**src/design/assert_macros.svh**
```systemverilog
// Assertion macros used by the convolution block's top-level RTL file.
`ifndef ASSERT_MACROS_SVH
`define ASSERT_MACROS_SVH

`ifndef NO_ASSERTIONS

// Check that cons holds in the same cycle as ante.
`define ASSERT_IMPLIES(lbl, ante, cons, msg) \
  lbl: assert property (@(posedge clk) disable iff (!rst_n) (ante) |-> (cons)) \
    else $error(msg);

// Check that cons holds in the cycle after ante.
`define ASSERT_NEXT(lbl, ante, cons, msg) \
  lbl: assert property (@(posedge clk) disable iff (!rst_n) (ante) |=> (cons)) \
    else $error(msg);

`else

`define ASSERT_IMPLIES(lbl, ante, cons, msg)
`define ASSERT_NEXT(lbl, ante, cons, msg)

`endif

`endif

```
**src/design/cv2d_pkg.sv**
```systemverilog
// Shared types, widths and codes for the 2D convolution block.
`timescale 1ns / 1ps

package cv2d_pkg;

  // Field and register widths
  localparam int FUNC_W     = 2;
  localparam int ADDR_W     = 14;
  localparam int DATA_W     = 16;
  localparam int OX_W       = 5;
  localparam int OY_W       = 5;
  localparam int OC_W       = 4;
  localparam int W_W        = 6;
  localparam int H_W        = 6;
  localparam int C_W        = 5;
  localparam int K_W        = 3;
  localparam int S_W        = 3;
  localparam int P_W        = 2;
  localparam int N_W        = 5;
  localparam int CFG_IDX_W  = 3;
  localparam int CFG_DATA_W = 6;

  // Internal arithmetic widths
  localparam int CRD_W  = 10;  // signed input coordinate
  localparam int IDX_W  = 24;  // flat store index arithmetic
  localparam int PROD_W = 32;
  localparam int ACC_W  = 48;

  // Register reset values
  localparam logic [W_W-1:0] RST_IN_WIDTH    = 6'd32;
  localparam logic [H_W-1:0] RST_IN_HEIGHT   = 6'd32;
  localparam logic [C_W-1:0] RST_IN_CHANNELS = 5'd1;
  localparam logic [K_W-1:0] RST_KERNEL_SIZE = 3'd3;
  localparam logic [S_W-1:0] RST_STRIDE      = 3'd1;
  localparam logic [P_W-1:0] RST_PAD         = 2'd0;
  localparam logic [N_W-1:0] RST_NUM_OUTPUTS = 5'd1;

  typedef enum logic [FUNC_W-1:0] {
    FUNC_WR_ACT  = 2'd0,
    FUNC_WR_WGT  = 2'd1,
    FUNC_WR_BIAS = 2'd2,
    FUNC_COMPUTE = 2'd3
  } func_t;

  typedef enum logic [CFG_IDX_W-1:0] {
    REG_IN_WIDTH    = 3'd0,
    REG_IN_HEIGHT   = 3'd1,
    REG_IN_CHANNELS = 3'd2,
    REG_KERNEL_SIZE = 3'd3,
    REG_STRIDE      = 3'd4,
    REG_PAD         = 3'd5,
    REG_NUM_OUTPUTS = 3'd6
  } cfg_idx_t;

  typedef enum logic [2:0] {
    ST_IDLE,
    ST_SETUP1,
    ST_SETUP2,
    ST_SETUP3,
    ST_RUN,
    ST_DRAIN,
    ST_DONE
  } state_t;

  // Effective (clamped) layer geometry
  typedef struct packed {
    logic [W_W-1:0] w;
    logic [H_W-1:0] h;
    logic [C_W-1:0] c;
    logic [K_W-1:0] k;
    logic [S_W-1:0] s;
    logic [P_W-1:0] p;
    logic [N_W-1:0] n;
  } cfg_t;

  // Requested output pixel
  typedef struct packed {
    logic [OX_W-1:0] ox;
    logic [OY_W-1:0] oy;
    logic [OC_W-1:0] oc;
  } req_t;

  // Commands from the sequencer to the multiply-accumulate unit
  typedef struct packed {
    logic clear;
    logic term_vld;
    logic bias_add;
  } mac_cmd_t;

  // Sequencer status towards the top level
  typedef struct packed {
    logic idle;
    logic done;
    logic bad;
  } seq_stat_t;

  // Clamp a register value to 1..hi
  function automatic logic [CFG_DATA_W-1:0] clamp_reg(logic [CFG_DATA_W-1:0] v,
                                                      int unsigned hi);
    logic [CFG_DATA_W-1:0] r;
    r = v;
    if (v == '0) begin
      r = 6'd1;
    end else if (int'(v) > hi) begin
      r = CFG_DATA_W'(hi);
    end
    return r;
  endfunction

endpackage

```
**src/design/cv2d_mac.sv**
```systemverilog
// Shared multiply-accumulate unit with rounding and saturation to Q8.8.
`timescale 1ns / 1ps

module cv2d_mac (
  input  logic                               clk,
  input  logic                               rst_n,
  input  cv2d_pkg::mac_cmd_t                 cmd,
  input  logic signed [cv2d_pkg::DATA_W-1:0] act_rdata,
  input  logic signed [cv2d_pkg::DATA_W-1:0] wgt_rdata,
  input  logic signed [cv2d_pkg::DATA_W-1:0] bias_rdata,
  output logic                               busy,
  output logic [cv2d_pkg::DATA_W-1:0]        result,
  output logic                               saturated
);

  logic                               rdv_r;
  logic                               pv_r;
  logic signed [cv2d_pkg::PROD_W-1:0] prod_r;
  logic [cv2d_pkg::ACC_W-1:0]         acc_r;

  logic [cv2d_pkg::ACC_W:0]   rnd;
  logic [cv2d_pkg::ACC_W-8:0] q;
  logic                       sat_hi;
  logic                       sat_lo;

  // Track operands in flight: store read, then product
  always_ff @(posedge clk) begin
    if (!rst_n) begin
      rdv_r <= 1'b0;
      pv_r  <= 1'b0;
    end else begin
      rdv_r <= cmd.term_vld;
      pv_r  <= rdv_r;
    end
  end

  // Register the product before it meets the accumulator
  always_ff @(posedge clk) begin
    prod_r <= act_rdata * wgt_rdata;
  end

  // Accumulate modulo 2^48; the bias enters as bias*256
  always_ff @(posedge clk) begin
    if (cmd.clear) begin
      acc_r <= '0;
    end else if (pv_r) begin
      acc_r <= acc_r + {{(cv2d_pkg::ACC_W-cv2d_pkg::PROD_W){prod_r[cv2d_pkg::PROD_W-1]}},
                        prod_r};
    end else if (cmd.bias_add) begin
      acc_r <= acc_r + {{24{bias_rdata[cv2d_pkg::DATA_W-1]}}, bias_rdata, 8'h00};
    end
  end

  assign busy = rdv_r || pv_r;

  // Round half up, floor shift by 8, then clip to 16 bits
  assign rnd    = {acc_r[cv2d_pkg::ACC_W-1], acc_r} + 49'd128;
  assign q      = rnd[cv2d_pkg::ACC_W:8];
  assign sat_hi = !q[40] && (|q[39:15]);
  assign sat_lo = q[40] && !(&q[39:15]);

  always_comb begin
    if (sat_hi) begin
      result = 16'h7FFF;
    end else if (sat_lo) begin
      result = 16'h8000;
    end else begin
      result = q[15:0];
    end
  end

  assign saturated = sat_hi || sat_lo;

endmodule

```
**config.mk**
```make
export PLATFORM = sky130hd
export DESIGN_NAME = cv2d_mac
export DESIGN_NICKNAME = d
export VERILOG_FILES = /design/src/design/assert_macros.svh /design/src/design/cv2d_pkg.sv /design/src/design/cv2d_mac.sv
export SDC_FILE = /design/constraint.sdc
export NUM_CORES = 1
export LEC_CHECK = 0
export BUFFER_PORTS_ARGS = -buffer_cell sky130_fd_sc_hd__buf_2
export CORE_MARGIN = 4
export CORE_UTILIZATION = 60
export DETAILED_ROUTE_END_ITERATION = 6
export GPL_ROUTABILITY_DRIVEN = 0
export PLACE_DENSITY = 0.78
export SYNTH_ARGS = -nofsm -noshare
export SYNTH_HDL_FRONTEND = slang
export SYNTH_SLANG_ARGS = --single-unit
export TNS_END_PERCENT = 30
```
**constraint.sdc**
```tcl
create_clock -name clk -period 8.1 [get_ports clk]
set_input_delay 1.62 -clock clk [delete_from_list [all_inputs] [get_ports clk]]
set_output_delay 1.62 -clock clk [all_outputs]
set_load 0.05 [all_outputs]
```
# [Yosys cells after proc, flatten, opt, wreduce, memory -nomap -nowiden]
# Cells that the tools add are included.
[totals] ff_bits=82 latch_bits=0 mem_bits_rw=0 mem_bits_ro=0 input_bits=53 output_inout_bits=18 wordCells=21 n_memories=0
[classes] n_addsub=3 n_mul=1 div_mod_pow=0 n_lt_le_gt_ge=0 eq_ne=0 shift=0 muxes=4 n_bitwise=0 reduce_logical=9
[ops] cell="48-bit adder" n=2
[ops] cell="48-bit 2-to-1 mux" n=2
[ops] cell="48-bit by 9-bit adder with 49-bit output, second input constant" n=1
[ops] cell="16-bit by 16-bit multiplier with 32-bit output" n=1
[ops] cell="16-bit 2-to-1 mux" n=2
[ops] cell="25-bit AND reduction" n=1
[ops] cell="25-bit OR reduction" n=1
[ops] cell="1-bit logical AND" n=2
[ops] cell="1-bit zero test" n=2
[ops] cell="1-bit logical OR" n=2
[ops] cell="2-bit nonzero test" n=1

# [Longest topological paths before layout]
[depth] ltp_word=6 ltp_mapped=24 ltp_nobuf=23

# [Worst setup path after synthesis]
# OpenSTA, ideal clock, no wires.
[synth_path] kind="input to register" from="input wgt_rdata[6] in the netlist's numbering" to="register prod_r[31] in the netlist's numbering" setup_time_ns=0.072 arrival_time_ns=7.246 required_time_ns=8.028 slack_ns=0.782 path_stages=23 n_path_buf=1 path_cell_list="clkbuf_1 and2_1 fa_1 inv_1 fa_1 fa_1 inv_1 fa_1 fa_1 inv_1 fa_1 inv_1 ha_1 a21o_1 a21oi_1 o21bai_1 o31ai_1 o21ai_0 a41o_1 a31oi_1 o2111ai_1 a21oi_1 xnor2_1"
[synth_via] elab_chain_len=1
[synth_lines] element="start: declaration" line="cv2d_mac.sv:9" rtl="input logic signed [cv2d_pkg::DATA_W-1:0] wgt_rdata,"
[synth_lines] element="16-bit by 16-bit multiplier with 32-bit output" line="cv2d_mac.sv:39" rtl="prod_r <= act_rdata * wgt_rdata;"
[synth_lines] element="end signal: assignment" line="cv2d_mac.sv:39"
[synth_lines] element="end: declaration" line="cv2d_mac.sv:18" rtl="logic signed [cv2d_pkg::PROD_W-1:0] prod_r;"
# Every way passes these cells.
# A chain may end at the register's enable or synchronous reset.

# [Worst setup path in the final report]
# Ends and elaborated chain as after synthesis.

==> flow_summary_export.csv <==
group,metric,value,unit
die,io_pins,71,
die,die_y,183,um
worst_setup_path,cp_max_fo,16,
logic_synthesis,ys_seq_area_share,8.92,%
worst_setup_path,end_kind,"flip-flop",
logic_synthesis,synth-seq-cells,82,
logic_synthesis,synth_ff_type,"dfxtp_1",
grt,grt_overflow,0,
flow_run,cap_viol_max_count,0,
sta,max_slew_margin,36.5,%
placement,place_area,19000,um2
die,start_util,61.5,%
detailed_routing,drc,0,
worst_setup_path,regToRegSetupSlack,4.16,ns
worst_setup_path,required,8.33,ns
sta,fin_tns_setup,0,ns
detailed_routing,via_count,15767,
run_status,outcome,"completed",
worst_setup_path,cp_slowest_cell,"fa_1",
hold_path,min-delay-start,"rdv_r",
worst_setup_path,critPathBufInv,5,
die,dieArea,33600,um2
logic_synthesis,yosysWarnings,0,
sta,worstMarginPinSlew,0.952,ns
cts,cts.root.buffer_cell,"clkbuf_16",
cells_and_area,diodes,0,
cells_and_area,drive_gt1_share,5.26,%
detailed_routing,ant_nets,0,
cts,cts_tree,"done",
worst_setup_path,path_delay_family,"adder cells",
logic_synthesis,synth_cell_types,71,
cells_and_area,syn2layout_area_growth,4.83,%
logic_synthesis,synth-edff-count,0,
die,die_width,183,um
logic_synthesis,async_reset_ff_share,0,%
die,core,30000,um2
cts,numCtsBuffers,9,
placement,dp_hpwl,37200,um
cts,path_clk_slew,0.07,ns
grt,grt_start_max_net_pins,54,
placement,numPortBuffers,70,
grt,grtUsageTotal,27.2,%
sta,hold_violations,0,
cells_and_area,finalInstanceArea,19300,um2
cts,htree_num_levels,3,
cells_and_area,num-fill-cells,2543,
worst_setup_path,r2r_start,"acc_r[22]",
detailed_routing,drt-wirelength-per-cell,17.1,um
worst_setup_path,cp_common_cell,"fa_1",
logic_synthesis,synth_area_leaders,"fa_1 (29%), ha_1 (11%), dfxtp_1 (8.9%), inv_1 (7.4%), nand2_1 (4.6%)",
logic_synthesis,synth_top_area_share,28.7,%
worst_setup_path,crit_start,"wgt_rdata[6]",
worst_setup_path,r2r_cells,11,
worst_setup_path,cp.arrival,7.69,ns
worst_setup_path,path_cells,"buf_2 > and2_1 > fa_1 > inv_1 > fa_1 > fa_1 > inv_1 > fa_1 > fa_1 > inv_1 > fa_1 > inv_1 > ha_1 > a21o_1 > a21oi_1 > o21bai_1 > o31ai_1 > o21ai_0 > a41o_1 > a31oi_1 > o2111ai_1 > a21oi_1 > xnor2_1",
detailed_routing,vias_per_cell,5.95,
detailed_routing,drtPass1Iterations,5,
cts,ctsHoldBuffers,0,
hold_path,hold_path_depth,1,
sta,drv_slew,0,
grt,grt_pass1_vias,15613,
detailed_routing,finalWirelength,45400,um
logic_synthesis,synth.most_common_cell,"inv_1",
logic_synthesis,syn-cell-area,18400,um2
hold_path,hold_path_class,"reg2reg",
grt,grt_pass1_wl,75900,um
worst_setup_path,r2r-end,"acc_r[41]",
logic_synthesis,synth_nets,2732,
cts,clock_path_buffers,2,
die,num_rows,63,
sta,post-route-min-period,7.46,ns
detailed_routing,drt_iter0_markers,1322,
cells_and_area,layout.nets,2744,
sta,finalSetupViolations,0,
hold_path,hold_path_end,"pv_r",
sta,rsz0062_at_grt,"false",
cts,post_cts_resized,0,
worst_setup_path,start_kind,"input pin",
cts,cts.sinks,82,
cts,clk_latency,0.35,ns
sta,max_clock_freq,0.134,GHz
worst_setup_path,cpPeakStageDelay,0.54,ns
cts,cts_setup_buffers,0,
sta,fin_crit_sh,92.1,%
sta,fin_skew,0.0101,ns
worst_setup_path,setup.worst_path.class,"in2reg",
grt,antenna_found_initial,0,
logic_synthesis,synth_area_leader_cell,"fa_1",
logic_synthesis,synth_cells,2246,
logic_synthesis,netlist_top_cells_count,"inv_1 (363), fa_1 (264), nand2_1 (226)",
logic_synthesis,avgSynthCellArea,8.20,um2
metal layers:
layer  vias up  GRT usage, %  routed length, um
li1       7492             -                  -
met1      7555          39.2              20200
met2       661          44.2              21000
met3        59          3.17               3460
met4         0          6.32                733
met5         -             0                  0
cells in the final DEF, fill, tap and decap left out, types with 15 or more instances in the layout:
| master | synthesis | routed |
|---|---|---|
| o21ai_0 | 101 | 101 |
| o21bai_1 | 17 | 17 |
| a21o_1 | 48 | 48 |
| and2_1 | 134 | 134 |
| nor2_1 | 109 | 109 |
| buf_2 | 0 | 70 |
| xor2_1 | 30 | 30 |
| a211oi_1 | 46 | 46 |
| and3_1 | 16 | 16 |
| nor3_1 | 31 | 31 |
| nand4_1 | 20 | 20 |
| nand2b_1 | 17 | 17 |
| a31oi_1 | 20 | 20 |
| ha_1 | 169 | 169 |
| xnor2_1 | 96 | 96 |
| nand3_1 | 40 | 40 |
| inv_1 | 363 | 363 |
| nand2_1 | 226 | 226 |
| nor2b_1 | 20 | 20 |
| dfxtp_1 | 82 | 81 |
| fa_1 | 264 | 264 |
| a21oi_1 | 133 | 133 |
| o211ai_1 | 15 | 15 |
kinds of logic after synthesis:
| logic type | synth area share (%) |
|---|---|
| AND/OR/NAND/NOR | 18.1 |
| buffers and inverters | 9.09 |
| AO/OA/AOI/OAI | 16.8 |
| XOR/XNOR | 5.99 |
| adder cells (fa/ha/maj) | 40.2 |
| flip-flops | 8.92 |
| multiplexers | 0.883 |
worst max-delay path by stage:
stage / slack (ns) / endpoint / cells past startpoint
after detailed placement: 0.22 / prod_r[31] / 23
after global placement: 0.40 / prod_r[31] / 23
after CTS: 0.61 / prod_r[31] / 23
after global routing: 0.30 / prod_r[31] / 23
after floorplan: 0.78 / prod_r[31] / 23
final: 0.64 / prod_r[31] / 23
sequential cells by signal (all words and copies together), names as in the netlist:
register and count:
pv_r 1, rdv_r 1, prod_r 32, acc_r 48
stage by stage:
step                      hold slack [ns]  setup WS, ns  util, %  cells
after floorplan                     0.421         0.782        -   2246
after global placement              0.426         0.404     63.4   2637
after detailed placement            0.431         0.216     63.4   2637
after CTS                           0.445         0.614     64.4   2652
after global routing                0.469         0.301     64.4   2652
final                               0.443         0.639     64.4   2652
final cells by class:
cell class	instances	area (um2)	share of cell area (%)
Multi-Input combinational cell	1724	15100	78.2
Sequential cell	82	1640	8.51
Inverter	363	1360	7.06
Tap cell	390	488	2.53
Timing Repair Buffer	78	410	2.13
Clock buffer	9	225	1.17
Clock inverter	6	75.1	0.389
Power is not shown: default switching activity piles up to over one toggle a cycle in this logic, so the estimate is an artifact.
