File: config.mk
export PLATFORM = sky130hd
export DESIGN_NAME = cv2d_seq
export DESIGN_NICKNAME = d
export VERILOG_FILES = /design/src/design/assert_macros.svh /design/src/design/cv2d_pkg.sv /design/src/design/cv2d_seq.sv
export SDC_FILE = /design/constraint.sdc
export NUM_CORES = 1
export LEC_CHECK = 0
export BUFFER_PORTS_ARGS = -buffer_cell sky130_fd_sc_hd__buf_2
export CAP_MARGIN = 20
export CORE_MARGIN = 4
export CORE_UTILIZATION = 47
export CTS_CLUSTER_DIAMETER = 60
export DETAILED_ROUTE_END_ITERATION = 6
export MAX_ROUTING_LAYER = met4
export PLACE_DENSITY = 0.65
export REMOVE_ABC_BUFFERS = 1
export SETUP_SLACK_MARGIN = 0.4
export SYNTH_ARGS = -nofsm -noshare
export SYNTH_HDL_FRONTEND = slang
export SYNTH_SLANG_ARGS = --single-unit
File: constraint.sdc
create_clock -name clk -period 8.7 [get_ports clk]
set_clock_uncertainty 0.2 [all_clocks]
set_input_delay 0.435 -clock clk [delete_from_list [all_inputs] [get_ports clk]]
set_output_delay 0.435 -clock clk [all_outputs]
set_load 0.01 [all_outputs]
File: src/design/assert_macros.svh
// Assertion macros used by the convolution block's top-level RTL file.
`ifndef ASSERT_MACROS_SVH
`define ASSERT_MACROS_SVH

`ifndef NO_ASSERTIONS

// Check that cons holds in the same cycle as ante.
`define ASSERT_IMPLIES(lbl, ante, cons, msg) \
  lbl: assert property (@(posedge clk) disable iff (!rst_n) (ante) |-> (cons)) \
    else $error(msg);

// Check that cons holds in the cycle after ante.
`define ASSERT_NEXT(lbl, ante, cons, msg) \
  lbl: assert property (@(posedge clk) disable iff (!rst_n) (ante) |=> (cons)) \
    else $error(msg);

`else

`define ASSERT_IMPLIES(lbl, ante, cons, msg)
`define ASSERT_NEXT(lbl, ante, cons, msg)

`endif

`endif

File: src/design/cv2d_pkg.sv
// Shared types, widths and codes for the 2D convolution block.
`timescale 1ns / 1ps

package cv2d_pkg;

  // Field and register widths
  localparam int FUNC_W     = 2;
  localparam int ADDR_W     = 14;
  localparam int DATA_W     = 16;
  localparam int OX_W       = 5;
  localparam int OY_W       = 5;
  localparam int OC_W       = 4;
  localparam int W_W        = 6;
  localparam int H_W        = 6;
  localparam int C_W        = 5;
  localparam int K_W        = 3;
  localparam int S_W        = 3;
  localparam int P_W        = 2;
  localparam int N_W        = 5;
  localparam int CFG_IDX_W  = 3;
  localparam int CFG_DATA_W = 6;

  // Internal arithmetic widths
  localparam int CRD_W  = 10;  // signed input coordinate
  localparam int IDX_W  = 24;  // flat store index arithmetic
  localparam int PROD_W = 32;
  localparam int ACC_W  = 48;

  // Register reset values
  localparam logic [W_W-1:0] RST_IN_WIDTH    = 6'd32;
  localparam logic [H_W-1:0] RST_IN_HEIGHT   = 6'd32;
  localparam logic [C_W-1:0] RST_IN_CHANNELS = 5'd1;
  localparam logic [K_W-1:0] RST_KERNEL_SIZE = 3'd3;
  localparam logic [S_W-1:0] RST_STRIDE      = 3'd1;
  localparam logic [P_W-1:0] RST_PAD         = 2'd0;
  localparam logic [N_W-1:0] RST_NUM_OUTPUTS = 5'd1;

  typedef enum logic [FUNC_W-1:0] {
    FUNC_WR_ACT  = 2'd0,
    FUNC_WR_WGT  = 2'd1,
    FUNC_WR_BIAS = 2'd2,
    FUNC_COMPUTE = 2'd3
  } func_t;

  typedef enum logic [CFG_IDX_W-1:0] {
    REG_IN_WIDTH    = 3'd0,
    REG_IN_HEIGHT   = 3'd1,
    REG_IN_CHANNELS = 3'd2,
    REG_KERNEL_SIZE = 3'd3,
    REG_STRIDE      = 3'd4,
    REG_PAD         = 3'd5,
    REG_NUM_OUTPUTS = 3'd6
  } cfg_idx_t;

  typedef enum logic [2:0] {
    ST_IDLE,
    ST_SETUP1,
    ST_SETUP2,
    ST_SETUP3,
    ST_RUN,
    ST_DRAIN,
    ST_DONE
  } state_t;

  // Effective (clamped) layer geometry
  typedef struct packed {
    logic [W_W-1:0] w;
    logic [H_W-1:0] h;
    logic [C_W-1:0] c;
    logic [K_W-1:0] k;
    logic [S_W-1:0] s;
    logic [P_W-1:0] p;
    logic [N_W-1:0] n;
  } cfg_t;

  // Requested output pixel
  typedef struct packed {
    logic [OX_W-1:0] ox;
    logic [OY_W-1:0] oy;
    logic [OC_W-1:0] oc;
  } req_t;

  // Commands from the sequencer to the multiply-accumulate unit
  typedef struct packed {
    logic clear;
    logic term_vld;
    logic bias_add;
  } mac_cmd_t;

  // Sequencer status towards the top level
  typedef struct packed {
    logic idle;
    logic done;
    logic bad;
  } seq_stat_t;

  // Clamp a register value to 1..hi
  function automatic logic [CFG_DATA_W-1:0] clamp_reg(logic [CFG_DATA_W-1:0] v,
                                                      int unsigned hi);
    logic [CFG_DATA_W-1:0] r;
    r = v;
    if (v == '0) begin
      r = 6'd1;
    end else if (int'(v) > hi) begin
      r = CFG_DATA_W'(hi);
    end
    return r;
  endfunction

endpackage

File: src/design/cv2d_seq.sv
// Sequencer: setup of one request and the walk over channels and kernel taps.
`timescale 1ns / 1ps

module cv2d_seq #(
  parameter int ACT_AW  = 14,
  parameter int WGT_AW  = 13,
  parameter int BIAS_AW = 4
) (
  input  logic                 clk,
  input  logic                 rst_n,
  input  cv2d_pkg::cfg_t       cfg,
  input  logic                 start,
  input  cv2d_pkg::req_t       req,
  input  logic                 mac_busy,
  input  logic                 out_free,
  output cv2d_pkg::mac_cmd_t   cmd,
  output cv2d_pkg::seq_stat_t  stat,
  output logic [ACT_AW-1:0]    act_raddr,
  output logic [WGT_AW-1:0]    wgt_raddr,
  output logic [BIAS_AW-1:0]   bias_raddr
);

  localparam int CRD_W = cv2d_pkg::CRD_W;
  localparam int IDX_W = cv2d_pkg::IDX_W;

  cv2d_pkg::state_t state_r;
  cv2d_pkg::state_t state_nxt;

  cv2d_pkg::req_t req_r;

  logic [7:0]  oxs_r;
  logic [7:0]  oys_r;
  logic [5:0]  kk_r;
  logic [11:0] hw_r;
  logic [10:0] ckk_r;
  logic        bad_r;

  logic signed [CRD_W-1:0] ix0_r;
  logic signed [CRD_W-1:0] iy0_r;
  logic signed [IDX_W-1:0] iy0w_r;

  logic [cv2d_pkg::C_W-1:0] c_r;
  logic [cv2d_pkg::K_W-1:0] ky_r;
  logic [cv2d_pkg::K_W-1:0] kx_r;
  logic signed [CRD_W-1:0]  ix_r;
  logic signed [CRD_W-1:0]  iy_r;
  logic signed [IDX_W-1:0]  row_r;
  logic signed [IDX_W-1:0]  ch_r;
  logic [IDX_W-1:0]         widx_r;

  logic signed [CRD_W-1:0] iy0_c;
  logic signed [IDX_W-1:0] iy0_ext;
  logic signed [IDX_W-1:0] w_idx;
  logic signed [IDX_W-1:0] hw_idx;
  logic signed [IDX_W-1:0] act_sum;
  logic signed [CRD_W-1:0] w_crd;
  logic signed [CRD_W-1:0] h_crd;
  logic                    in_bounds;
  logic                    kx_last;
  logic                    ky_last;
  logic                    c_last;

  assign iy0_c   = $signed({2'b00, oys_r}) - $signed({8'd0, cfg.p});
  assign iy0_ext = IDX_W'(iy0_c);
  assign w_idx   = $signed(IDX_W'(cfg.w));
  assign hw_idx  = $signed(IDX_W'(hw_r));
  assign w_crd   = $signed({4'd0, cfg.w});
  assign h_crd   = $signed({4'd0, cfg.h});

  assign kx_last = (kx_r == cfg.k - 3'd1);
  assign ky_last = (ky_r == cfg.k - 3'd1);
  assign c_last  = (c_r == cfg.c - 5'd1);

  // Skip taps that fall in the zero border
  assign in_bounds = (ix_r >= 0) && (ix_r < w_crd) && (iy_r >= 0) && (iy_r < h_crd);
  assign act_sum   = row_r + IDX_W'(ix_r);

  // State register
  always_ff @(posedge clk) begin
    if (!rst_n) begin
      state_r <= cv2d_pkg::ST_IDLE;
    end else begin
      state_r <= state_nxt;
    end
  end

  // Next state
  always_comb begin
    state_nxt = state_r;
    case (state_r)
      cv2d_pkg::ST_IDLE: begin
        if (start) state_nxt = cv2d_pkg::ST_SETUP1;
      end
      cv2d_pkg::ST_SETUP1: state_nxt = cv2d_pkg::ST_SETUP2;
      cv2d_pkg::ST_SETUP2: state_nxt = cv2d_pkg::ST_SETUP3;
      cv2d_pkg::ST_SETUP3: begin
        state_nxt = bad_r ? cv2d_pkg::ST_DONE : cv2d_pkg::ST_RUN;
      end
      cv2d_pkg::ST_RUN: begin
        if (kx_last && ky_last && c_last) state_nxt = cv2d_pkg::ST_DRAIN;
      end
      cv2d_pkg::ST_DRAIN: begin
        if (!mac_busy) state_nxt = cv2d_pkg::ST_DONE;
      end
      cv2d_pkg::ST_DONE: begin
        if (out_free) state_nxt = cv2d_pkg::ST_IDLE;
      end
      default: state_nxt = cv2d_pkg::ST_IDLE;
    endcase
  end

  // Outputs
  always_comb begin
    cmd.clear    = (state_r == cv2d_pkg::ST_SETUP3);
    cmd.term_vld = (state_r == cv2d_pkg::ST_RUN) && in_bounds;
    cmd.bias_add = (state_r == cv2d_pkg::ST_DRAIN) && !mac_busy;
    stat.idle    = (state_r == cv2d_pkg::ST_IDLE);
    stat.done    = (state_r == cv2d_pkg::ST_DONE) && out_free;
    stat.bad     = bad_r;
  end

  assign act_raddr  = ACT_AW'(act_sum);
  assign wgt_raddr  = WGT_AW'(widx_r);
  assign bias_raddr = BIAS_AW'(req_r.oc);

  // Setup products and the tap walk
  always_ff @(posedge clk) begin
    case (state_r)
      cv2d_pkg::ST_IDLE: begin
        if (start) req_r <= req;
      end
      cv2d_pkg::ST_SETUP1: begin
        oxs_r <= {3'd0, req_r.ox} * {5'd0, cfg.s};
        oys_r <= {3'd0, req_r.oy} * {5'd0, cfg.s};
        kk_r  <= {3'd0, cfg.k} * {3'd0, cfg.k};
        hw_r  <= {6'd0, cfg.w} * {6'd0, cfg.h};
      end
      cv2d_pkg::ST_SETUP2: begin
        ix0_r  <= $signed({2'b00, oxs_r}) - $signed({8'd0, cfg.p});
        iy0_r  <= iy0_c;
        iy0w_r <= iy0_ext * w_idx;
        ckk_r  <= {6'd0, cfg.c} * {5'd0, kk_r};
        // Output pixel lies inside iff ox*S + K <= W + 2P
        bad_r  <= ({1'b0, oxs_r} + {6'd0, cfg.k} > {3'd0, cfg.w} + {6'd0, cfg.p, 1'b0})
               || ({1'b0, oys_r} + {6'd0, cfg.k} > {3'd0, cfg.h} + {6'd0, cfg.p, 1'b0})
               || ({1'b0, req_r.oc} >= cfg.n);
      end
      cv2d_pkg::ST_SETUP3: begin
        widx_r <= IDX_W'(req_r.oc) * IDX_W'(ckk_r);
        c_r    <= '0;
        ky_r   <= '0;
        kx_r   <= '0;
        ix_r   <= ix0_r;
        iy_r   <= iy0_r;
        row_r  <= iy0w_r;
        ch_r   <= iy0w_r;
      end
      cv2d_pkg::ST_RUN: begin
        widx_r <= widx_r + IDX_W'(1);
        if (!kx_last) begin
          kx_r <= kx_r + 3'd1;
          ix_r <= ix_r + 10'sd1;
        end else begin
          kx_r <= '0;
          ix_r <= ix0_r;
          if (!ky_last) begin
            ky_r  <= ky_r + 3'd1;
            iy_r  <= iy_r + 10'sd1;
            row_r <= row_r + w_idx;
          end else begin
            // Advance to the next input channel plane
            ky_r  <= '0;
            iy_r  <= iy0_r;
            c_r   <= c_r + 5'd1;
            ch_r  <= ch_r + hw_idx;
            row_r <= ch_r + hw_idx;
          end
        end
      end
      default: begin
      end
    endcase
  end

endmodule
# Word level (Yosys, flattened, before mapping)
# Cells that the tools add are included.
# totals
reg_bits	209
in_bits	49
elab_cells	110
# op_classes
add_sub_neg	17
n_mul	7
magnitude_cmp	7
eq_ne	15
n_mux	26
reduce_logical	17
# op_table
cell	n
24-bit one-hot mux with 2 select lines	3
24-bit 2-to-1 mux	4
10-bit one-hot mux with 2 select lines	2
10-bit 2-to-1 mux	3
24-bit by 1-bit adder with 24-bit output, second input constant	1
24-bit by 13-bit adder with 24-bit output	1
24-bit by 7-bit adder with 24-bit output	1
3-bit 2-to-1 mux	7
3-bit one-hot mux with 7 select lines	1
10-bit by 2-bit adder with 10-bit output, second input constant	2
10-bit by 1-bit >= comparator with 1-bit output, second input constant	2
10-bit by 7-bit < comparator with 1-bit output	2
8-bit by 3-bit adder with 9-bit output	2
9-bit by 7-bit greater-than comparator with 1-bit output	2
8-bit by 2-bit subtractor with 9-bit output	2
5-bit by 3-bit multiplier with 8-bit output	2
9-bit by 7-bit multiplier with 16-bit output	1
4-bit by 11-bit multiplier with 15-bit output	1
14-bit by 10-bit adder with 14-bit output	1
6-bit by 3-bit adder with 7-bit output	2
6-bit by 6-bit multiplier with 12-bit output	1
2-bit != test, second input constant	6
3-bit one-hot mux with 2 select lines	2
5-bit by 6-bit multiplier with 11-bit output	1
other kinds (22)	37

# Longest topological paths before layout
# Gate-level depths: netlist of run 1.
# logic_depth
ltp_word	6
ltp_mapped	22

# Worst setup path before layout of run 1
# No wires, ideal clock.
# synth_path
path_type	input to register
from	in cfg[5] in the netlist's numbering
to	reg iy0w_r[13], data pin
arrival_ns	5.359
required_ns	8.240
setup_slack_ns	2.881
path_stages	21
cell_sequence	ha_1 fa_1 nand2b_1 nor2_1 xnor2_1 nor2_1 fa_1 inv_1 fa_1 inv_1 fa_1 inv_1 fa_1 inv_1 ha_1 nand3_1 o2111ai_1 and3_1 or4_1 a31oi_1 xnor2_1
# synth_between
elab_chain_len	2
# synth_lines
item	line	rtl
start: declaration	cv2d_seq.sv:11	input cv2d_pkg::cfg_t cfg,
8-bit by 2-bit subtractor with 9-bit output	cv2d_seq.sv:63	assign iy0_c = $signed({2'b00, oys_r}) - $signed({8'd0, cfg.p});
9-bit by 7-bit multiplier with 16-bit output	cv2d_seq.sv:141	iy0w_r <= iy0_ext * w_idx;
end signal: assignment	cv2d_seq.sv:141	
end: declaration	cv2d_seq.sv:40	logic signed [IDX_W-1:0] iy0w_r;
# Every way passes these cells.
# A chain may end at the register's enable or synchronous reset.

# Worst setup path after layout of run 1
# layout_path
from	reg oys_r[0]
to	reg iy0w_r[13], data pin
# layout_between
elab_chain_len	2
# layout_lines
item	line	rtl
start: declaration	cv2d_seq.sv:32	logic [7:0] oys_r;
start signal: assignment	cv2d_seq.sv:134	oys_r <= {3'd0, req_r.oy} * {5'd0, cfg.s};
8-bit by 2-bit subtractor with 9-bit output	cv2d_seq.sv:63	
9-bit by 7-bit multiplier with 16-bit output	cv2d_seq.sv:141	
# Every way passes these cells.

==> qor.csv, run 1 <==
metric,value,unit
Switching Share,37.8,%
max-cap violations,0,
chip height,189,µm
n_diodes,0,
final period utilization,70.9,%
# H-tree levels,4,
P per Cell Area,207,mW/mm²
Comb pwr share,46.2,%
Required @ worst endpoint,8.68,ns
# rows,66,
Clock Latency Late Sink,0.43,ns
DR top layer,met4,
post-synthesis xor/xnor area fraction,8.28,%
routed wl met3,1.67,mm
Compound-Gate Fraction of Synth Area,10.4,%
via-per-instance ratio,5.23,
synthesized area,0.0154,mm²
Max Freq,162,MHz
"EDFF count, synth",163,
post-route cell area,0.0169,mm²
Final Max Tran Viols,0,
Worst Setup Start Kind,register,
cells after synthesis,1580,
DP Wirelength,27.0,mm
die width,189,µm
Yosys reg bits,166,
global route overflow,0,
Clock Tree Buf Depth,2,
placed cell area,0.0162,mm²
wire length on met1,16.1,mm
Routed Antenna Nets,0,
post-synthesis mux area share,0.414,%
Net Switching,1.32,mW
First-pass DRT Iterations,5,
Final setup viols,0,
GRT Util Overall,20.6,%
Static Leak,7.45,nW
area share of and/or/nand/nor cells after synthesis,15.7,%
final count of hold timing violations,0,
Avg Inst Size Synth,9.76,µm²
RSZ-0062 raised after global routing,no,
crit end category,register,
first-pass GRT wire length,57.3,mm
CTS buffer count,17,
drt drc,0,
number of port buffers,85,
TritonCTS clock tree,done,
clock sinks,166,
Async SR Flop Fraction,0,%
core area,0.0325,mm²
critical-path maximum fanout,7,
slew margin rel.,25.7,%
Post-synth top flop,edfxtp_1,
final critical-path required period,6.17,ns
warnings from Yosys,0,
initial detailed-routing violation count,673,
Starting Density,47.5,%
internal cell power,2.18,mW
CTS root buffer,clkbuf_16,
setup TNS,0,ns
Post-Synth Adder-Cell Area,26.9,%
area of the die,0.0358,mm²
fill count,2928,
arrival time at the worst endpoint,6.14,ns
post-synth top area cell,edfxtp_1,
vias in the first global route,11223,
initial antenna violation count,0,
cell with the most instances after synthesis,inv_1,
"CTS clk-pin slew, worst paths",0.07,ns
share of layout cells above drive strength 1,8.98,%
met2 routed WL,16.4,mm
largest family of logic cells by synthesized area,adder cells,
Setup CP Type,register to register,
cts repair resizes,0,
"top cells by count, synth","inv_1 (181), ha_1 (180), edfxtp_1 (163), nand2_1 (157), nor2_1 (141)",
synth unique cells,81,
sequential-to-total area share from yosys stat,32.1,%
final net count,1984,
status,"complete, no violations",
Hold Crit Class,primary input to register,
Seq pwr share,32.6,%
pin count of the biggest net entering global routing,51,
Peak supply drop,0.129,mV
actual slew at the worst max-slew pin,1.11,ns
Clock power frac,21.1,%
area delta synth->final,9.80,%
share of the synthesized area in the top cell type,31.7,%
final wirelength,34.8,mm
Vias,11056,
routed length per placed instance,16.5,µm
largest cells by area after synthesis,"edfxtp_1 (32%), ha_1 (15%), fa_1 (12%)",
GPL Wtd Cong,0.874,
I/O pin cnt,86,
[worst max-delay path, stage by stage (launching register included)]
cell and delay, ns:
edfxtp_1 0.35, inv_1 0.06, ha_1 0.19, fa_1 0.40, nand2b_1 0.26, nor2_1 0.09
xnor2_1 0.43, nor2_1 0.13, fa_1 0.53, inv_1 0.06, fa_1 0.47, inv_1 0.05
fa_1 0.52, inv_1 0.05, fa_1 0.53, inv_1 0.04, ha_1 0.36, nand3_1 0.14
o2111ai_1 0.15, and3_1 0.22, or4_1 0.39, a31oi_1 0.20, xnor2_1 0.09
[cells by family after synthesis]
group / Yosys count
compound gates: 249
xor+xnor: 145
fa+ha+maj: 275
buf+inv: 230
flops: 166
mux: 6
other cells: 2
simple gates: 507
[cell usage in the layout, fill, tap and decap left out, types with 13 or more instances in the layout]
cell | netlist | layout
clkbuf_16 | 0 | 17
nand2b_1 | 13 | 13
and2_1 | 61 | 61
inv_1 | 181 | 181
fa_1 | 95 | 95
buf_2 | 6 | 85
nand2_1 | 157 | 157
xor2_1 | 45 | 45
nor2_1 | 141 | 141
xnor2_1 | 99 | 99
ha_1 | 180 | 180
nand3_1 | 38 | 38
a21oi_1 | 61 | 61
nor3_1 | 20 | 19
a21o_1 | 23 | 23
edfxtp_1 | 163 | 163
dlygate4sd3_1 | 0 | 14
nor2b_1 | 14 | 14
o21a_1 | 18 | 18
o21ai_0 | 69 | 68
[per-layer routing]
metal,up-vias,GRT usage (%)
li1,5522,-
met1,5262,26.9
met2,241,33.6
met3,31,3.26
met4,0,5.52
met5,-,-
[state kept, by name, summed over array words and instances (netlist names), 10 cells and up]
name,cells
ckk_r,11
ix_r,10
ch_r,14
iy_r,10
hw_r,12
row_r,14
widx_r,13
iy0w_r,14
req_r,10
[metrics by stage]
step	total power [mW]	utilization, %	hold slack [ns]	worst slack [ns]	cells
after CTS	3.52	52.2	0.0608	2.53	2113
after floorplan	2.38	-	0.291	2.88	1534
after detailed placement	2.76	50.0	0.312	2.31	2069
final	3.50	52.2	0.0804	2.53	2113
after global placement	2.72	50.0	0.304	2.45	2069
after global routing	3.81	52.2	0.0708	2.14	2113
[worst paths after layout]
path | slack [ns] | start | end | cells past startpoint
worst max-delay path | 2.53 | oys_r[0] | iy0w_r[13] | 22
worst min register to register | 0.32 | iy0_r[1] | iy_r[1] | 2
worst max register to register | 2.53 | oys_r[0] | iy0w_r[13] | 22
worst min-delay path | 0.08 | rst_n | state_r[2] | 2
[final cells by class]
cell class | count | area (µm²) | area share (%)
clock inverters | 12 | 130 | 0.768
repair buffers | 107 | 626 | 3.69
inverters | 184 | 691 | 4.08
flip-flops and latches | 166 | 4950 | 29.3
well taps | 442 | 553 | 3.27
multi-input cells | 1184 | 9550 | 56.4
clock buffers | 18 | 429 | 2.53
[what timing repair did]
| item | in CTS | in global routing |
|---|---|---|
| endpoints found under the hold margin | 14 | 0 |
| hold buffers | 14 | 0 |
| buffers inserted | 0 | 0 |
[power groups by stage]
stage	sequential, mW	clock [mW]	combinational, mW
6_report	1.14	0.740	1.62
5_1_grt	1.15	0.791	1.86
4_1_cts	1.14	0.756	1.63
3_5_place_dp	1.16	0	1.60
3_3_place_gp	1.15	0	1.57
2_1_floorplan	1.13	0	1.24
(Power assumes the default switching activity.)
==> run 2: changes to the inputs <==
PLACE_DENSITY = 0.67   (was 0.65)
clock period = 5.65 ns   (was 8.7 ns; I/O delays follow)
==> run 2 against run 1 <==
Net effect: first-iteration DRC count grew 4.9%; sequential power grew 54%; count of clock-buffer cells in the layout grew 1; combinational power grew 110%; critical path type unchanged; highest routed layer unchanged.
==> qor.csv, run 2 (synthesized netlist as in run 1, its figures left out) <==
metric,value,unit,change
status,"complete, no violations",,
die width,189,µm,unchanged
fill count,2805,,-4.2%
first-pass GRT wire length,59.9,mm,+4.6%
Total Power,6.32,mW,+81%
pin count of the biggest net entering global routing,34,,-33%
Required @ worst endpoint,5.62,ns,-3.06 ns
CTS root buffer,clkbuf_16,,
Reg2Reg Setup Slack,0.04,ns,-2.49 ns
"CTS clk-pin slew, worst paths",0.07,ns,about the same
non-filler instance count after layout,2171,,+2.7%
First-pass DRT Iterations,5,,unchanged
initial detailed-routing violation count,706,,+4.9%
initial antenna violation count,1,,+1
core area,0.0325,mm²,unchanged
TritonCTS clock tree,done,,
Peak supply drop,0.373,mV,+190%
clock sinks,166,,unchanged
RSZ-0062 raised after global routing,yes,,
P per Cell Area,356,mW/mm²,+72%
Starting Density,47.5,%,unchanged
Hold Startpoint,out_free,,
final net count,2040,,+2.8%
dpl cells,2105,,+1.7%
WHS Path Cells,4,,+2
final period utilization,99.3,%,+28 points
DP Wirelength,28.2,mm,+4.4%
final wirelength,37.4,mm,+7.4%
biggest regs,"ch_r: 14 flops, iy0w_r: 14 flops, row_r: 14 flops",,
Static Leak,7.80,nW,+4.7%
max-cap violations,0,,unchanged
via-per-instance ratio,5.42,,+3.5%
Final Max Tran Viols,0,,unchanged
Hold Crit Class,primary input to register,,
Vias,11756,,+6.3%
# H-tree levels,4,,unchanged
Worst R2R Path Depth,20,,-9.1%
routed length per placed instance,17.2,µm,+4.5%
final count of hold timing violations,0,,unchanged
Routed Antenna Nets,0,,unchanged
Setup CP Type,register to register,,
final critical-path required period,5.61,ns,-0.555 ns
drt drc,0,,unchanged
share of layout cells above drive strength 1,15.0,%,+6.1 points
Worst Setup Start Kind,register,,
CTS buffer count,17,,unchanged
area delta synth->final,15.1,%,
Final setup viols,0,,unchanged
area of the die,0.0358,mm²,unchanged
most frequent cells in the layout,"inv_1 (172), ha_1 (172), edfxtp_1 (163), nand2_1 (154), nor2_1 (133)",,
chip height,189,µm,unchanged
crit end category,register,,
arrival time at the worst endpoint,5.58,ns,-0.56 ns
vias in the first global route,11644,,+3.8%
number of port buffers,85,,unchanged
global route overflow,0,,unchanged
slew margin rel.,26.8,%,+1.1 points
# rows,66,,unchanged
GPL Wtd Cong,0.879,,+0.58%
critical-path maximum fanout,3,,-4
Clock Tree Buf Depth,2,,unchanged
I/O pin cnt,86,,unchanged
actual slew at the worst max-slew pin,1.10,ns,-0.0170 ns
Min-Delay Endpoint,state_r[2],,
Max Freq,178,MHz,+9.9%
worst r2r src,oys_r[0],,
Clock Latency Late Sink,0.44,ns,about the same
GRT Util Overall,21.5,%,+0.92 points
reg2reg end,iy0w_r[13],,
## run 2: final cells by class
type | count | area, µm² | area share, %
diodes | 1 | 2.50 | 0.0141
clock buffers | 19 | 433 | 2.44
clock inverters | 12 | 124 | 0.698
inverters | 184 | 691 | 3.89
multi-input cells | 1184 | 9920 | 55.9
flip-flops and latches | 166 | 4950 | 27.9
well taps | 442 | 553 | 3.12
repair buffers | 163 | 1060 | 5.99
## run 2: worst max-delay path by stage
stage | slack (ns) | end | from
6_report | 0.04 | iy0w_r[13] | oys_r[0]
5_1_grt | -0.12 | iy0w_r[13] | oys_r[0]
4_1_cts | 0.14 | iy0w_r[13] | oys_r[1]
3_5_place_dp | -0.23 | iy0w_r[13] | cfg[6]
3_3_place_gp | -0.06 | iy0w_r[13] | cfg[5]
2_1_floorplan | -0.10 | iy0w_r[13] | oys_r[0]
## run 2: what timing repair did
item	4_1_cts	5_1_grt
resized for setup	28	46
setup buffers	12	7
setup endpoints to repair	5	6
hold buffers	15	0
pin swaps	23	30
hold endpoints to repair	17	0
## run 2: stage by stage
stage	utilization, %	hold slack (ns)	TNS, ns	instance area [µm²]	setup slack, ns
floorplan	-	0.181	-0.164	15200	-0.104
global placement	50.9	0.259	-0.0685	16500	-0.0636
detailed placement	50.9	0.261	-0.426	16500	-0.233
CTS	53.8	0.0292	0	17500	0.136
global route	54.7	0.0251	-0.117	17700	-0.117
finish	54.7	0.0424	0	17700	0.0396
## run 2: worst max-delay path, cell delays in order (launching register included)
cell and delay [ns]:
edfxtp_1 0.40, inv_2 0.13, ha_4 0.14, fa_2 0.23, nand2b_4 0.09, nor4_4 0.21, xnor2_2 0.15, nor2_1 0.21
fa_1 0.50, fa_1 0.50, fa_1 0.51, inv_1 0.05, fa_1 0.49, inv_2 0.05, ha_4 0.21, or2_1 0.25
o31a_1 0.13, and3_4 0.19, or4_4 0.43, a31oi_4 0.21, xnor2_2 0.07
## run 2: power by group
group / internal [mW] / switching, mW / leakage [nW]
Clock: 0.615 / 0.526 / 0.269
Sequential: 1.63 / 0.117 / 1.53
Combinational: 1.63 / 1.80 / 6.00
## run 2: routing by layer
layer | share of wire (%) | vias to the layer above | track usage [%]
li1 | - | 5638 | -
met1 | 44 | 5701 | 27.4
met2 | 47 | 326 | 34.7
met3 | 5.3 | 91 | 3.58
met4 | 4.1 | 0 | 8.16
met5 | 0 | - | -
==> run 3: changes to the inputs <==
CORE_UTILIZATION = 53   (was 47)
PLACE_DENSITY = 0.75   (was 0.67)
==> run 3 against run 2 <==
Net effect: the run now ends with setup timing left; largest cell class unchanged; critical path type unchanged; non-clock buffer count fell by 4; final cell count down 2.9%; count of clock-buffer cells in the layout rose by 1; critical endpoint unchanged.
==> qor.csv, run 3 (synthesized netlist as in run 1, its figures left out) <==
metric,value,unit,change
Reg2Reg Setup Slack,-0.06,ns,-0.10 ns
WHS Path Cells,1,,-3
Setup CP Type,register to register,,
Routed Antenna Nets,0,,unchanged
final count of hold timing violations,0,,unchanged
CP cell instances,inv_2 > ha_4 > fa_2 > nand2b_4 > nor4_4 > xnor2_1 > buf_4 > nor2_2 > fa_1 > inv_1 > fa_1 > fa_2 > inv_2 > fa_2 > ha_4 > o31a_1 > and3_4 > or4_4 > a31oi_4 > xnor2_1,,
fill count,2303,,-18%
Final Core Density,61.1,%,+6.4 points
chip height,179,µm,-5.6%
setup slack after layout,-0.0629,ns,-0.102 ns
slew margin rel.,29.5,%,+2.7 points
routed length per placed instance,17.6,µm,+2.1%
area of the die,0.0319,mm²,-11%
First-pass DRT Iterations,5,,unchanged
actual slew at the worst max-slew pin,1.06,ns,-0.0402 ns
crit end category,register,,
core area,0.0287,mm²,-12%
GRT Util Overall,24.5,%,+3.0 points
Final Max Tran Viols,0,,unchanged
wire length on met1,15.4,mm,-6.1%
DP Wirelength,28.0,mm,-0.74%
die width,179,µm,-5.6%
final period utilization,101,%,+1.8 points
Peak supply drop,0.371,mV,-0.31%
crit-path max cell delay,0.57,ns,+0.06 ns
Clock Tree Buf Depth,2,,unchanged
share of layout cells above drive strength 1,14.1,%,-0.96 points
Required @ worst endpoint,5.61,ns,about the same
biggest regs,"ch_r: 14 flops, iy0w_r: 14 flops, row_r: 14 flops",,
Worst path top cell family by delay,adder cells,,
pin count of the biggest net entering global routing,43,,+26%
WP depth,20,,unchanged
most frequent cells in the layout,"inv_1 (175), ha_1 (175), edfxtp_1 (163), nand2_1 (155), nor2_1 (134)",,
Starting Density,53.7,%,+6.2 points
RSZ-0062 raised after global routing,yes,,
global route overflow,0,,unchanged
hold_ws,0.0330,ns,-0.00939 ns
# H-tree levels,4,,unchanged
CTS buffer count,17,,unchanged
max-cap violations,0,,unchanged
drt drc,0,,unchanged
Register Area,0.00495,mm²,unchanged
Min-Delay Endpoint,kk_r[0],,
CP max-delay cell,fa_2,,
Worst Setup Start Kind,register,,
worst r2r src,oys_r[0],,
TritonCTS clock tree,done,,
I/O pin cnt,86,,unchanged
"CTS clk-pin slew, worst paths",0.06,ns,about the same
Clock Latency Late Sink,0.44,ns,about the same
P per Cell Area,350,mW/mm²,-1.6%
initial detailed-routing violation count,894,,+27%
CTS root buffer,clkbuf_16,,
arrival time at the worst endpoint,5.67,ns,+0.09 ns
reg2reg end,iy0w_r[13],,
met2 routed WL,18.3,mm,+4.6%
Vias,11814,,+0.49%
"most used cell, CP",fa_2,,
GPL Wtd Cong,0.902,,+2.7%
# rows,62,,-6.1%
Final setup viols,1,,+1
final net count,2036,,-0.20%
Hold Startpoint,cfg[10],,
failing checks,setup timing,,
number of port buffers,85,,unchanged
critical-path maximum fanout,6,,+3
worst path bufs/invs,4,,+1
routed wl met3,2.32,mm,+16%
status,finished with violations,,
first-pass GRT wire length,60.2,mm,+0.46%
vias in the first global route,11883,,+2.1%
via-per-instance ratio,5.60,,+3.4%
Max Freq,175,MHz,-1.8%
final wirelength,37.1,mm,-0.77%
area delta synth->final,13.6,%,
Worst R2R Path Depth,20,,unchanged
clock sinks,166,,unchanged
area taken by multi-input logic gates,0.00979,mm²,-1.3%
DR top layer,met4,,
final critical-path required period,5.71,ns,+0.102 ns
Hold Crit Class,primary input to register,,
Static Leak,7.74,nW,-0.77%
initial antenna violation count,0,,-1
n_diodes,0,,-1
-- run 3: cell types whose count changed in the layout (fill, tap and decap cells not counted), moves of 3 or more --
cell	change
buf_4	-3
clkinvlp_4	+3
ha_1	+3
ha_4	-4
inv_1	+3
inv_2	-3
xnor2_1	+3
xnor2_2	-3
-- run 3: worst max path at each step --
stage / from / to / slack, ns
6_report: oys_r[0] / iy0w_r[13] / -0.06
3_3_place_gp: cfg[5] / iy0w_r[13] / -0.04
2_1_floorplan: oys_r[0] / iy0w_r[13] / -0.10
5_1_grt: oys_r[0] / iy0w_r[13] / -0.19
4_1_cts: oys_r[1] / iy0w_r[13] / 0.06
3_5_place_dp: cfg[5] / iy0w_r[13] / -0.22
-- run 3: timing repair --
item / in CTS / in global routing
buffers inserted: 9 / 7
resized for setup: 31 / 23
cloned: 0 / 0
hold buffers: 15 / 0
pin swaps: 22 / 24
setup endpoints to repair: 5 / 6
endpoints found under the hold margin: 17 / 0
-- run 3: worst register-to-register path, stage by stage (launching register included) --
cell      delay, ns
edfxtp_1       0.40
inv_2          0.09
ha_4           0.13
fa_2           0.22
nand2b_4       0.08
nor4_4         0.28
xnor2_1        0.17
buf_4          0.18
nor2_2         0.05
fa_1           0.54
inv_1          0.05
fa_1           0.46
fa_2           0.54
inv_2          0.04
fa_2           0.57
ha_4           0.20
o31a_1         0.32
and3_4         0.18
or4_4          0.44
a31oi_4        0.20
xnor2_1        0.09
-- run 3: area by class of cell --
class                   count  share of cell area, %
flip-flops and latches    166                   28.3
repair buffers            159                   5.88
clock buffers              20                   2.61
well taps                 384                   2.74
inverters                 184                   3.94
clock inverters            12                  0.678
multi-input cells        1184                   55.9
-- run 3: power breakdown --
group	total [mW]	internal (mW)	switching (mW)
sequential	1.75	1.63	0.116
combinational	3.24	1.49	1.76
clock	1.15	0.637	0.512
-- run 3: stage by stage --
| stage | cells | setup slack [ns] | instance area (µm²) | setup TNS, ns | total power [mW] |
|---|---|---|---|---|---|
| after floorplan | 1534 | -0.104 | 15200 | -0.164 | 3.66 |
| after detailed placement | 2046 | -0.223 | 16400 | -0.312 | 4.41 |
| after global placement | 2046 | -0.0425 | 16400 | -0.0425 | 4.30 |
| final | 2109 | -0.0629 | 17500 | -0.0629 | 6.14 |
| after CTS | 2102 | 0.0638 | 17400 | 0 | 5.85 |
| after global routing | 2109 | -0.194 | 17500 | -0.379 | 6.58 |
-- run 3: routing by layer --
| metal | vias up | GRT usage [%] |
|---|---|---|
| met3 | 74 | 3.14 |
| met5 | - | - |
| met1 | 5676 | 30.8 |
| li1 | 5639 | - |
| met2 | 425 | 40.9 |
| met4 | 0 | 8.99 |
